===== src/hw/rtl/apr_pkg.sv =====
// shared constants, types and state encoding for the aging presence roster
package apr_pkg;

  localparam int ENTRIES    = 32;
  localparam int IDX_W      = (ENTRIES > 1) ? $clog2(ENTRIES) : 1;
  localparam int COUNT_W    = 6;
  localparam int ID_W       = 32;
  localparam int TIME_W     = 32;
  localparam int ENTRY_W    = ID_W + TIME_W;
  localparam int CFG_ADDR_W = 3;
  localparam int CFG_DATA_W = 32;

  localparam logic [TIME_W-1:0] WINDOW_RESET = TIME_W'(600);

  // register index taken from paddr word bits
  localparam logic REG_WINDOW = 1'b0;

  localparam logic ACT_HEARD = 1'b0;
  localparam logic ACT_QUERY = 1'b1;

  typedef enum logic [1:0] {
    ST_IDLE,
    ST_SCAN,
    ST_UPDATE
  } apr_state_t;

  typedef struct packed {
    logic load;
    logic scan;
    logic update;
  } apr_cmd_t;

  typedef struct packed {
    logic scan_done;
  } apr_sts_t;

endpackage


===== src/hw/rtl/apr_regs.sv =====
// configuration register block: expiry window behind an apb-style port
module apr_regs
  import apr_pkg::*;
(
  input  logic                  clk,
  input  logic                  rst_n,
  input  logic                  psel,
  input  logic                  penable,
  input  logic                  pwrite,
  input  logic [CFG_ADDR_W-1:0] paddr,
  input  logic [CFG_DATA_W-1:0] pwdata,
  output logic [CFG_DATA_W-1:0] prdata,
  output logic                  pready,
  output logic [TIME_W-1:0]     window
);

  logic [TIME_W-1:0] window_r;
  logic [TIME_W-1:0] window_nxt;
  logic              hit_window;

  assign pready     = 1'b1;
  assign hit_window = (paddr[CFG_ADDR_W-1:2] == REG_WINDOW);

  always_comb begin
    window_nxt = window_r;
    if (psel && penable && pwrite && pready && hit_window) begin
      window_nxt = pwdata[TIME_W-1:0];
    end
  end

  always_ff @(posedge clk) begin
    if (!rst_n) begin
      window_r <= WINDOW_RESET;
    end else begin
      window_r <= window_nxt;
    end
  end

  assign prdata = hit_window ? CFG_DATA_W'(window_r) : '0;
  assign window = window_r;

endmodule


===== src/hw/rtl/apr_ctrl.sv =====
// controller state machine: load, scan/compact, update
module apr_ctrl
  import apr_pkg::*;
(
  input  logic     clk,
  input  logic     rst_n,
  input  logic     start,
  input  apr_sts_t sts,
  output apr_cmd_t cmd,
  output logic     busy
);

  apr_state_t state_r;
  apr_state_t state_nxt;

  always_ff @(posedge clk) begin
    if (!rst_n) begin
      state_r <= ST_IDLE;
    end else begin
      state_r <= state_nxt;
    end
  end

  always_comb begin
    state_nxt = state_r;
    cmd       = '0;
    busy      = 1'b1;
    unique case (state_r)
      ST_IDLE: begin
        busy = 1'b0;
        if (start) begin
          cmd.load  = 1'b1;
          state_nxt = ST_SCAN;
        end
      end
      ST_SCAN: begin
        cmd.scan = 1'b1;
        if (sts.scan_done) begin
          state_nxt = ST_UPDATE;
        end
      end
      ST_UPDATE: begin
        cmd.update = 1'b1;
        state_nxt  = ST_IDLE;
      end
      default: begin
        state_nxt = ST_IDLE;
      end
    endcase
  end

endmodule


===== src/hw/rtl/apr_dp.sv =====
// datapath: entry memory, compaction scan, match and oldest tracking, counters
module apr_dp
  import apr_pkg::*;
(
  input  logic               clk,
  input  logic               rst_n,
  input  apr_cmd_t           cmd,
  output apr_sts_t           sts,
  input  logic [TIME_W-1:0]  window,
  input  logic               in_action,
  input  logic [ID_W-1:0]    in_station_id,
  input  logic [TIME_W-1:0]  in_now_seconds,
  output logic               out_strobe,
  output logic [COUNT_W-1:0] out_online_count,
  output logic [COUNT_W-1:0] out_peak_count
);

  logic [ENTRY_W-1:0] mem [ENTRIES];

  logic               action_r;
  logic [ID_W-1:0]    id_r;
  logic [TIME_W-1:0]  now_r;

  logic [COUNT_W-1:0] count_r, count_nxt;
  logic [COUNT_W-1:0] peak_r, peak_nxt;
  logic [COUNT_W-1:0] rd_idx_r, rd_idx_nxt;
  logic [COUNT_W-1:0] kept_r, kept_nxt;
  logic               rd_vld_r, rd_vld_nxt;
  logic [ENTRY_W-1:0] rd_data_r;
  logic               match_r, match_nxt;
  logic [IDX_W-1:0]   match_idx_r, match_idx_nxt;
  logic               min_vld_r, min_vld_nxt;
  logic [TIME_W-1:0]  min_time_r, min_time_nxt;
  logic [IDX_W-1:0]   min_idx_r, min_idx_nxt;
  logic               strobe_r;

  logic               rd_issue;
  logic [ID_W-1:0]    rd_id;
  logic [TIME_W-1:0]  rd_time;
  logic [TIME_W-1:0]  age;
  logic               alive;
  logic [COUNT_W-1:0] kept_p1;
  logic               wr_en;
  logic [IDX_W-1:0]   wr_addr;
  logic [ENTRY_W-1:0] wr_data;

  assign rd_issue = cmd.scan && (rd_idx_r < count_r);
  assign rd_id    = rd_data_r[ENTRY_W-1:TIME_W];
  assign rd_time  = rd_data_r[TIME_W-1:0];
  // wrap-safe age
  assign age      = now_r - rd_time;
  assign alive    = age < window;
  assign kept_p1  = kept_r + COUNT_W'(1);

  assign sts.scan_done = !(rd_idx_r < count_r) && !rd_vld_r;

  always_comb begin
    count_nxt     = count_r;
    peak_nxt      = peak_r;
    rd_idx_nxt    = rd_idx_r;
    kept_nxt      = kept_r;
    rd_vld_nxt    = 1'b0;
    match_nxt     = match_r;
    match_idx_nxt = match_idx_r;
    min_vld_nxt   = min_vld_r;
    min_time_nxt  = min_time_r;
    min_idx_nxt   = min_idx_r;
    wr_en         = 1'b0;
    wr_addr       = kept_r[IDX_W-1:0];
    wr_data       = rd_data_r;

    if (cmd.load) begin
      rd_idx_nxt  = '0;
      kept_nxt    = '0;
      match_nxt   = 1'b0;
      min_vld_nxt = 1'b0;
    end

    if (cmd.scan) begin
      if (rd_issue) begin
        rd_vld_nxt = 1'b1;
        rd_idx_nxt = rd_idx_r + COUNT_W'(1);
      end
      // survivors move down to slot kept, which was already read
      if (rd_vld_r && alive) begin
        wr_en    = 1'b1;
        kept_nxt = kept_p1;
        if (!match_r && (rd_id == id_r)) begin
          match_nxt     = 1'b1;
          match_idx_nxt = kept_r[IDX_W-1:0];
        end
        if (!min_vld_r || (rd_time < min_time_r)) begin
          min_vld_nxt  = 1'b1;
          min_time_nxt = rd_time;
          min_idx_nxt  = kept_r[IDX_W-1:0];
        end
      end
    end

    if (cmd.update) begin
      count_nxt = kept_r;
      wr_data   = {id_r, now_r};
      priority if (action_r == ACT_QUERY) begin
        wr_en = 1'b0;
      end else if (match_r) begin
        wr_en   = 1'b1;
        wr_addr = match_idx_r;
      end else if (kept_r == COUNT_W'(ENTRIES)) begin
        wr_en   = 1'b1;
        wr_addr = min_idx_r;
      end else begin
        wr_en     = 1'b1;
        count_nxt = kept_p1;
        if (kept_p1 > peak_r) begin
          peak_nxt = kept_p1;
        end
      end
    end
  end

  always_ff @(posedge clk) begin
    if (wr_en) begin
      mem[wr_addr] <= wr_data;
    end
  end

  always_ff @(posedge clk) begin
    rd_data_r <= mem[rd_idx_r[IDX_W-1:0]];
  end

  always_ff @(posedge clk) begin
    if (cmd.load) begin
      action_r <= in_action;
      id_r     <= in_station_id;
      now_r    <= in_now_seconds;
    end
    match_idx_r <= match_idx_nxt;
    min_time_r  <= min_time_nxt;
    min_idx_r   <= min_idx_nxt;
  end

  always_ff @(posedge clk) begin
    if (!rst_n) begin
      count_r   <= '0;
      peak_r    <= '0;
      rd_idx_r  <= '0;
      kept_r    <= '0;
      rd_vld_r  <= 1'b0;
      match_r   <= 1'b0;
      min_vld_r <= 1'b0;
      strobe_r  <= 1'b0;
    end else begin
      count_r   <= count_nxt;
      peak_r    <= peak_nxt;
      rd_idx_r  <= rd_idx_nxt;
      kept_r    <= kept_nxt;
      rd_vld_r  <= rd_vld_nxt;
      match_r   <= match_nxt;
      min_vld_r <= min_vld_nxt;
      strobe_r  <= cmd.update;
    end
  end

  assign out_strobe       = strobe_r;
  assign out_online_count = count_r;
  assign out_peak_count   = peak_r;

`ifndef NO_ASSERTIONS
  a_count_bound: assert property (@(posedge clk) disable iff (!rst_n)
    count_r <= COUNT_W'(ENTRIES)) else $error("live count above capacity");

  a_peak_covers: assert property (@(posedge clk) disable iff (!rst_n)
    peak_r >= count_r) else $error("live count above peak");

  a_kept_bound: assert property (@(posedge clk) disable iff (!rst_n)
    kept_r <= rd_idx_r) else $error("compaction write ahead of read");

  a_strobe_single: assert property (@(posedge clk) disable iff (!rst_n)
    strobe_r |=> !strobe_r) else $error("result beat repeated");
`endif

endmodule


===== src/hw/rtl/aging_presence_roster.sv =====
// top level of the aging presence roster
//
//  channel   ports                                    handshake
//  input     in_action, in_station_id, in_now_seconds start & !busy
//  result    out_online_count, out_peak_count         out_strobe, one cycle
//  config    psel penable pwrite paddr pwdata prdata  apb write, pready high
//
// the result beat follows a compaction scan over every stored entry, which reads
// one entry per cycle through the single memory read port.
// busy is high from the cycle after accept until the result beat.
// synchronous active-low reset empties the list, zeroes the peak and sets the
// window to 600; no clearing pass is needed.
// the result beat cannot be stalled; a new item may start in the beat cycle.
module aging_presence_roster
  import apr_pkg::*;
(
  input  logic                  clk,
  input  logic                  rst_n,
  input  logic                  start,
  output logic                  busy,
  input  logic                  in_action,
  input  logic [ID_W-1:0]       in_station_id,
  input  logic [TIME_W-1:0]     in_now_seconds,
  output logic                  out_strobe,
  output logic [COUNT_W-1:0]    out_online_count,
  output logic [COUNT_W-1:0]    out_peak_count,
  input  logic                  psel,
  input  logic                  penable,
  input  logic                  pwrite,
  input  logic [CFG_ADDR_W-1:0] paddr,
  input  logic [CFG_DATA_W-1:0] pwdata,
  output logic [CFG_DATA_W-1:0] prdata,
  output logic                  pready
);

  apr_cmd_t          cmd;
  apr_sts_t          sts;
  logic [TIME_W-1:0] window;

  apr_regs u_regs (
    .clk     (clk),
    .rst_n   (rst_n),
    .psel    (psel),
    .penable (penable),
    .pwrite  (pwrite),
    .paddr   (paddr),
    .pwdata  (pwdata),
    .prdata  (prdata),
    .pready  (pready),
    .window  (window)
  );

  apr_ctrl u_ctrl (
    .clk   (clk),
    .rst_n (rst_n),
    .start (start),
    .sts   (sts),
    .cmd   (cmd),
    .busy  (busy)
  );

  apr_dp u_dp (
    .clk              (clk),
    .rst_n            (rst_n),
    .cmd              (cmd),
    .sts              (sts),
    .window           (window),
    .in_action        (in_action),
    .in_station_id    (in_station_id),
    .in_now_seconds   (in_now_seconds),
    .out_strobe       (out_strobe),
    .out_online_count (out_online_count),
    .out_peak_count   (out_peak_count)
  );

endmodule


===== config.mk =====
export PLATFORM = sky130hd
export DESIGN_NAME = aging_presence_roster
export DESIGN_NICKNAME = d
export VERILOG_FILES = /design/src/hw/rtl/apr_pkg.sv /design/src/hw/rtl/apr_regs.sv /design/src/hw/rtl/apr_ctrl.sv /design/src/hw/rtl/apr_dp.sv /design/src/hw/rtl/aging_presence_roster.sv
export SDC_FILE = /design/constraint.sdc
export NUM_CORES = 2
export LEC_CHECK = 0
export BUFFER_PORTS_ARGS = -buffer_cell sky130_fd_sc_hd__buf_4
export CAP_MARGIN = 10
export CORE_MARGIN = 1.5
export CORE_UTILIZATION = 45
export CTS_BUF_LIST = sky130_fd_sc_hd__clkbuf_4 sky130_fd_sc_hd__clkbuf_8 sky130_fd_sc_hd__clkbuf_16
export DETAILED_ROUTE_END_ITERATION = 8
export PLACE_DENSITY_LB_ADDON = 0.08
export SYNTH_ARGS = -nofsm -noshare
export SYNTH_HDL_FRONTEND = slang
export SYNTH_SLANG_ARGS = --single-unit

===== constraint.sdc =====
create_clock -name clk -period 28.1 [get_ports clk]
set_input_delay 5.62 -clock clk [delete_from_list [all_inputs] [get_ports clk]]
set_output_delay 5.62 -clock clk [all_outputs]
set_load 0.01 [all_outputs]

## Word-level counts from Yosys, hierarchy flattened

Memory sizes are Yosys's and may differ from the RTL's. A register that Yosys moved wholly into a read port is not among the register bits.
Cells that the tools add are included.

| word-level totals | value |
|---|---|
| flip-flop bits (word level) | 169 |
| bits in writable memories | 2,048 |
| output and inout bits | 47 |
| input port bits | 106 |
| memories kept | 1 |

| cells by class | value |
|---|---|
| add/subtract/negate cells | 3 |
| equality and inequality tests | 6 |
| order comparisons | 4 |
| multiplexer cells | 38 |
| reductions and logical operators | 18 |
| bitwise gates (word level) | 4 |

Memory list:

| memory | words | bits a word | read ports | clocked after Yosys merged registers in | write ports | RTL line | source |
|---|---|---|---|---|---|---|---|
| u_dp.mem | 32 | 64 | 1 | 1 | 1 | apr_dp.sv:18 | `logic [ENTRY_W-1:0] mem [ENTRIES];` |

Operators by type and width:

| cell | count |
|---|---|
| 32-bit < comparator | 2 |
| 64-bit 2-to-1 mux | 1 |
| 6-bit 2-to-1 mux | 9 |
| 32-bit equality test | 1 |
| 32-bit 2-to-1 mux | 1 |
| 32-bit subtractor | 1 |
| 1-bit 2-to-1 mux | 20 |
| 5-bit 2-to-1 mux | 4 |
| 6-bit by 1-bit adder with 6-bit output, second input constant | 2 |
| 1-bit logical AND | 7 |
| 6-bit equality test, second input constant | 1 |
| 6-bit > comparator | 1 |
| 6-bit < comparator | 1 |
| 3-bit AND reduction | 2 |
| 5-bit AND reduction | 1 |
| 1-bit zero test | 4 |
| 2-bit 2-to-1 mux | 2 |
| 2-bit != test, second input constant | 2 |
| 1-bit inverter | 4 |
| 2-bit one-hot mux with 2 select lines | 1 |
| 2-bit AND reduction | 2 |
| 2-bit by 1-bit equality test with 1-bit output, second input constant | 1 |
| 2-bit equality test, second input constant | 1 |
| 2-bit zero test | 1 |
| 1-bit logical OR | 1 |

## Depth between registers and ports, before layout

| depth | value |
|---|---|
| depth after elaboration | 8 |
| gate-level depth with buffers | 23 |
| depth with buffers taken out | 21 |

## Hierarchy

Synthesis repeated with hierarchy kept, for this count alone.

| unflattened totals | value |
|---|---|
| cell total of the unflattened synthesis | 4,147 |
| area, all modules | 89,637.2 um2 |

Modules (own cells, without submodules):

| module | cells an instance | instances | area each (um2) |
|---|---|---|---|
| apr_dp | 3,957 | 1 | 87,955.6 |
| apr_regs | 177 | 1 | 1,557.7 |
| apr_ctrl | 13 | 1 | 123.9 |

## Worst setup path after synthesis

OpenSTA, ideal clock, no wires.

| timing | value |
|---|---|
| kind | input port to output port |
| from | input paddr[2] |
| to | output prdata[10] |
| cell stages on the path | 3 |
| path slack | 16.289 ns |
| required time | 22.480 ns |
| arrival time | 6.191 ns |
| cells stage by stage | clkbuf_1 clkbuf_1 nor2_1 |

| between the ends | value |
|---|---|
| cells in the longest elaborated chain, start to end | 1 |

RTL lines:

| what | RTL line | source |
|---|---|---|
| start, declared | aging_presence_roster.sv:30 | `input logic [CFG_ADDR_W-1:0] paddr,` |
| 32-bit 2-to-1 mux | apr_regs.sv:39 | `assign prdata = hit_window ? CFG_DATA_W'(window_r) : '0;` |
| end, declared | aging_presence_roster.sv:32 | `output logic [CFG_DATA_W-1:0] prdata,` |

No other way between the ends.

## Final worst setup path

| timing | value |
|---|---|
| from | input paddr[2] |
| to | output prdata[12] |

Same word-level chain as after synthesis.

==> impl_metrics.toml <==
[run]
cap_violations = 0

[synthesis]
synth_cell_types = 73
syn_area_per_cell_um2 = 21.6
synth_area_leader_cell = "edfxtp_1"
syn-cell-area_um2 = 89500
synth_async_sr_flop_share = 0
yosysMostFrequentCell = "edfxtp_1"
synth.top_cell.area_share = 0.723
synth-main-ff-cell = "edfxtp_1"
ys_ff_latch = 2281
syn_nets = 4366
yosysWarnings = 0
synthTopCellsByCount = "2155 x edfxtp_1, 640 x mux4_2, 142 x nand2_1"
ys_seq_area_frac = 0.751
synth_cells = 4152
synth_edf_count = 2155
yosys-top-cells-area = "edfxtp_1 72%, mux4_2 16%, dfxtp_1 2.8%"

[clock_network]
cts-buffers-inserted = 232
cts-hold-fix-buffers = 0
cts.clk_slew.worst_paths_ns = 0.06
cts_sinks = 2281
cts_tree = "done"
ctsHtreeMaxLevel = 4
cts-root-buf = "clkbuf_16"
cts_setup_buffers = 0
clock_latency_ns = 0.86
cts_resized = 0
cts_buffer_depth = 3

[placed_design]
place_congestion = 0.802
dp_hpwl_mm = 115
pre_cts_slack_ns = 16.30
port-buffer-count = 149

[grt]
antenna_found_initial = 7
grt_max_degree = 135
gr-total-overflow = 0
grt_pass1_vias = 43559
track_usage = 0.225
grt_pass1_wl_mm = 323

[power_and_ir_drop]
internal_power_mw = 5.77
switchingPower_mw = 1.58
swShare = 0.215
p_seq_frac = 0.520
irDropWorstVdd_uv = 62.7
powerDensity_nw_per_um2 = 71.9
clock_power_share = 0.422
combPwrFrac = 0.058
total_leakage_power_nw = 32.0
power_mw = 7.35

[detailed_routing]
drt-initial-drc-count = 4468
wl_per_cell_um = 31.0
vias_per_cell = 5.82
vias = 42529
drt-total-wl_mm = 227
postRouteAntennaNets = 0
drt-pass1-iter-count = 5
drc = 0

[floorplan]
num_io_pins = 153
core_um2 = 197000
dieWidth_um = 449
die_h_um = 449
core.rowCount = 163
start_util = 0.453
dieArea_um2 = 202000

[setup_path]
cp_max_fo = 34
worst-setup-path-type = "primary input to output port"
setup.worst_path.start = "paddr[2]"
slowest_delay_ns = 0.30
cp-end-kind = "output port"
rrSetupSlack_ns = 20.08
timing.rr.start = "u_dp.now_r[0]$_DFFE_PP_"
arrival_ns = 6.16
r2r_end = "u_dp.mem[18][42]$_DFFE_PP_"
r2r_cells = 24
cp.required_ns = 22.48
crit_slowest_cell = "buf_4"
cp_cell_sequence = "buf_4 > nor2_1 > buf_4"
crit_path_frequent_cell = "buf_4"
start_kind = "primary input"

[timing]
tightest_slew_ns = 1.22
finalCritPeriodShare = 0.419
hold_viol_final = 0
finalSetupViolations = 0
fin_worst_skew_ns = 0.0403
fin_crit_ns = 11.78
fin_ws_ns = 16.32
fmax_ghz = 0.0849
drv_slew = 0
fin_setup_tns_ns = 0
rsz0062_at_grt = "no"
max_slew_margin = 0.188

[final_layout]
drive_gt1_frac = 0.317
nFillCells = 15657
layout.nets = 4674
syn2layout_area_growth_pct = 14.2

[worst_hold_path]
worstHoldPathCells = 2
hold_path.class = "register to register"
hp-start = "u_regs.window[20]$_SDFFE_PN0P_"
whs_endpoint = "u_regs.window[20]$_SDFFE_PN0P_"

[run_status]
status = "finished, final reports clean"
cells in the final DEF (no fill, tap or decap), types with 7 or more instances in the layout:
| master | instances |
|---|---|
| edfxtp_1 | 2155 |
| mux4_2 | 640 |
| buf_4 | 258 |
| clkbuf_16 | 235 |
| nand2_1 | 142 |
| dfxtp_1 | 121 |
| inv_1 | 117 |
| ha_1 | 107 |
| mux2_2 | 100 |
| nor2_1 | 80 |
| a21oi_1 | 77 |
| clkbuf_4 | 56 |
| clkinv_1 | 51 |
| a21o_1 | 38 |
| xnor2_1 | 37 |
| clkinv_2 | 37 |
| xor2_1 | 29 |
| o21ai_2 | 29 |
| o21ai_0 | 25 |
| nand4_1 | 25 |
| nor2_4 | 25 |
| nand3_1 | 20 |
| bufinv_16 | 18 |
| clkbuf_8 | 17 |
| nor3_1 | 14 |
| nand2b_1 | 14 |
| a211oi_1 | 12 |
| o21a_1 | 10 |
| buf_8 | 10 |
| o211ai_1 | 9 |
| mux2i_1 | 9 |
| nor2b_1 | 8 |
| nor4_1 | 7 |
| inv_6 | 7 |
| clkinvlp_4 | 7 |
per-stage QoR:
step	utilization	area [um^2]	hold slack [ns]	instances
floorplan	-	89500	0.417	4152
global route	0.518	102000	0.474	7304
finish	0.518	102000	0.454	7305
global placement	0.478	94300	0.441	6856
detailed placement	0.478	94300	0.447	6856
CTS	0.517	102000	0.456	7293
cell type report:
class / instances / area, um^2 / share of cell area
diodes: 2 / 5.00 / 0.0000490
clock buffers: 308 / 6540 / 0.0639
multi-input cells: 1555 / 21300 / 0.209
inverters: 118 / 445 / 0.00436
clock inverters: 129 / 1200 / 0.0117
flip-flops and latches: 2281 / 67300 / 0.658
repair buffers: 272 / 2170 / 0.0212
well taps: 2640 / 3300 / 0.0323
worst max path at each step:
| stage | depth (start not counted) | to | slack (ns) |
|---|---|---|---|
| after floorplan | 3 | prdata[10] | 16.29 |
| after global placement | 3 | prdata[0] | 16.33 |
| after detailed placement | 3 | prdata[12] | 16.30 |
| after CTS | 3 | prdata[12] | 16.30 |
| after global routing | 3 | prdata[2] | 16.25 |
| final | 3 | prdata[12] | 16.32 |
per-layer routing:
metal  vias to the layer above  GRT usage  part of all wire
li1                      17912          -                 -
met1                     23072      0.324              0.44
met2                      1286      0.366              0.49
met3                       259     0.0336             0.055
met4                         0     0.0451             0.015
met5                         -          0                 0
cell families (layout without fill, tap and decap cells):
group                      after synthesis  after routing  share of synthesized area
DFF                                   2281           2281                      0.751
muxes                                  750            750                      0.175
and+or+nand+nor                        380            380                     0.0198
buffers and inverters                  316            827                     0.0147
AOI/OAI and AO/OA                      250            250                     0.0177
adders and majority gates              108            108                     0.0152
xor gates and xnor gates                66             66                    0.00646
other                                    1              3                  0.0000419
power groups by stage:
| stage | Combinational [mW] | Sequential (mW) | Clock (mW) |
|---|---|---|---|
| 2_1_floorplan | 0.286 | 3.89 | 0 |
| 3_3_place_gp | 0.415 | 3.90 | 0 |
| 3_5_place_dp | 0.422 | 3.90 | 0 |
| 4_1_cts | 0.424 | 3.83 | 3.17 |
| 5_1_grt | 0.463 | 3.83 | 3.29 |
| 6_report | 0.423 | 3.82 | 3.10 |
flip-flops by register name, indices dropped and copies added, names as in the netlist:
name	flops
u_dp.mem	2048
u_ctrl.state_r	2
u_dp.min_time_r	32
u_dp.min_idx_r	5
u_dp.out_strobe	1
u_dp.rd_idx_r	6
u_dp.match_r	1
u_dp.rd_data_r	64
u_dp.action_r	1
u_dp.now_r	32
u_dp.rd_vld_r	1
u_dp.out_peak_count	6
u_dp.min_vld_r	1
u_dp.kept_r	6
u_dp.out_online_count	6
u_dp.match_idx_r	5
u_regs.window	32
u_dp.id_r	32
critical path: cells and delay by family:
family	cells	cell delay (ns)
and+or+nand+nor	1	0.09
buffers and inverters	2	0.45
No activity file was read; power rests on OpenSTA's default activity.
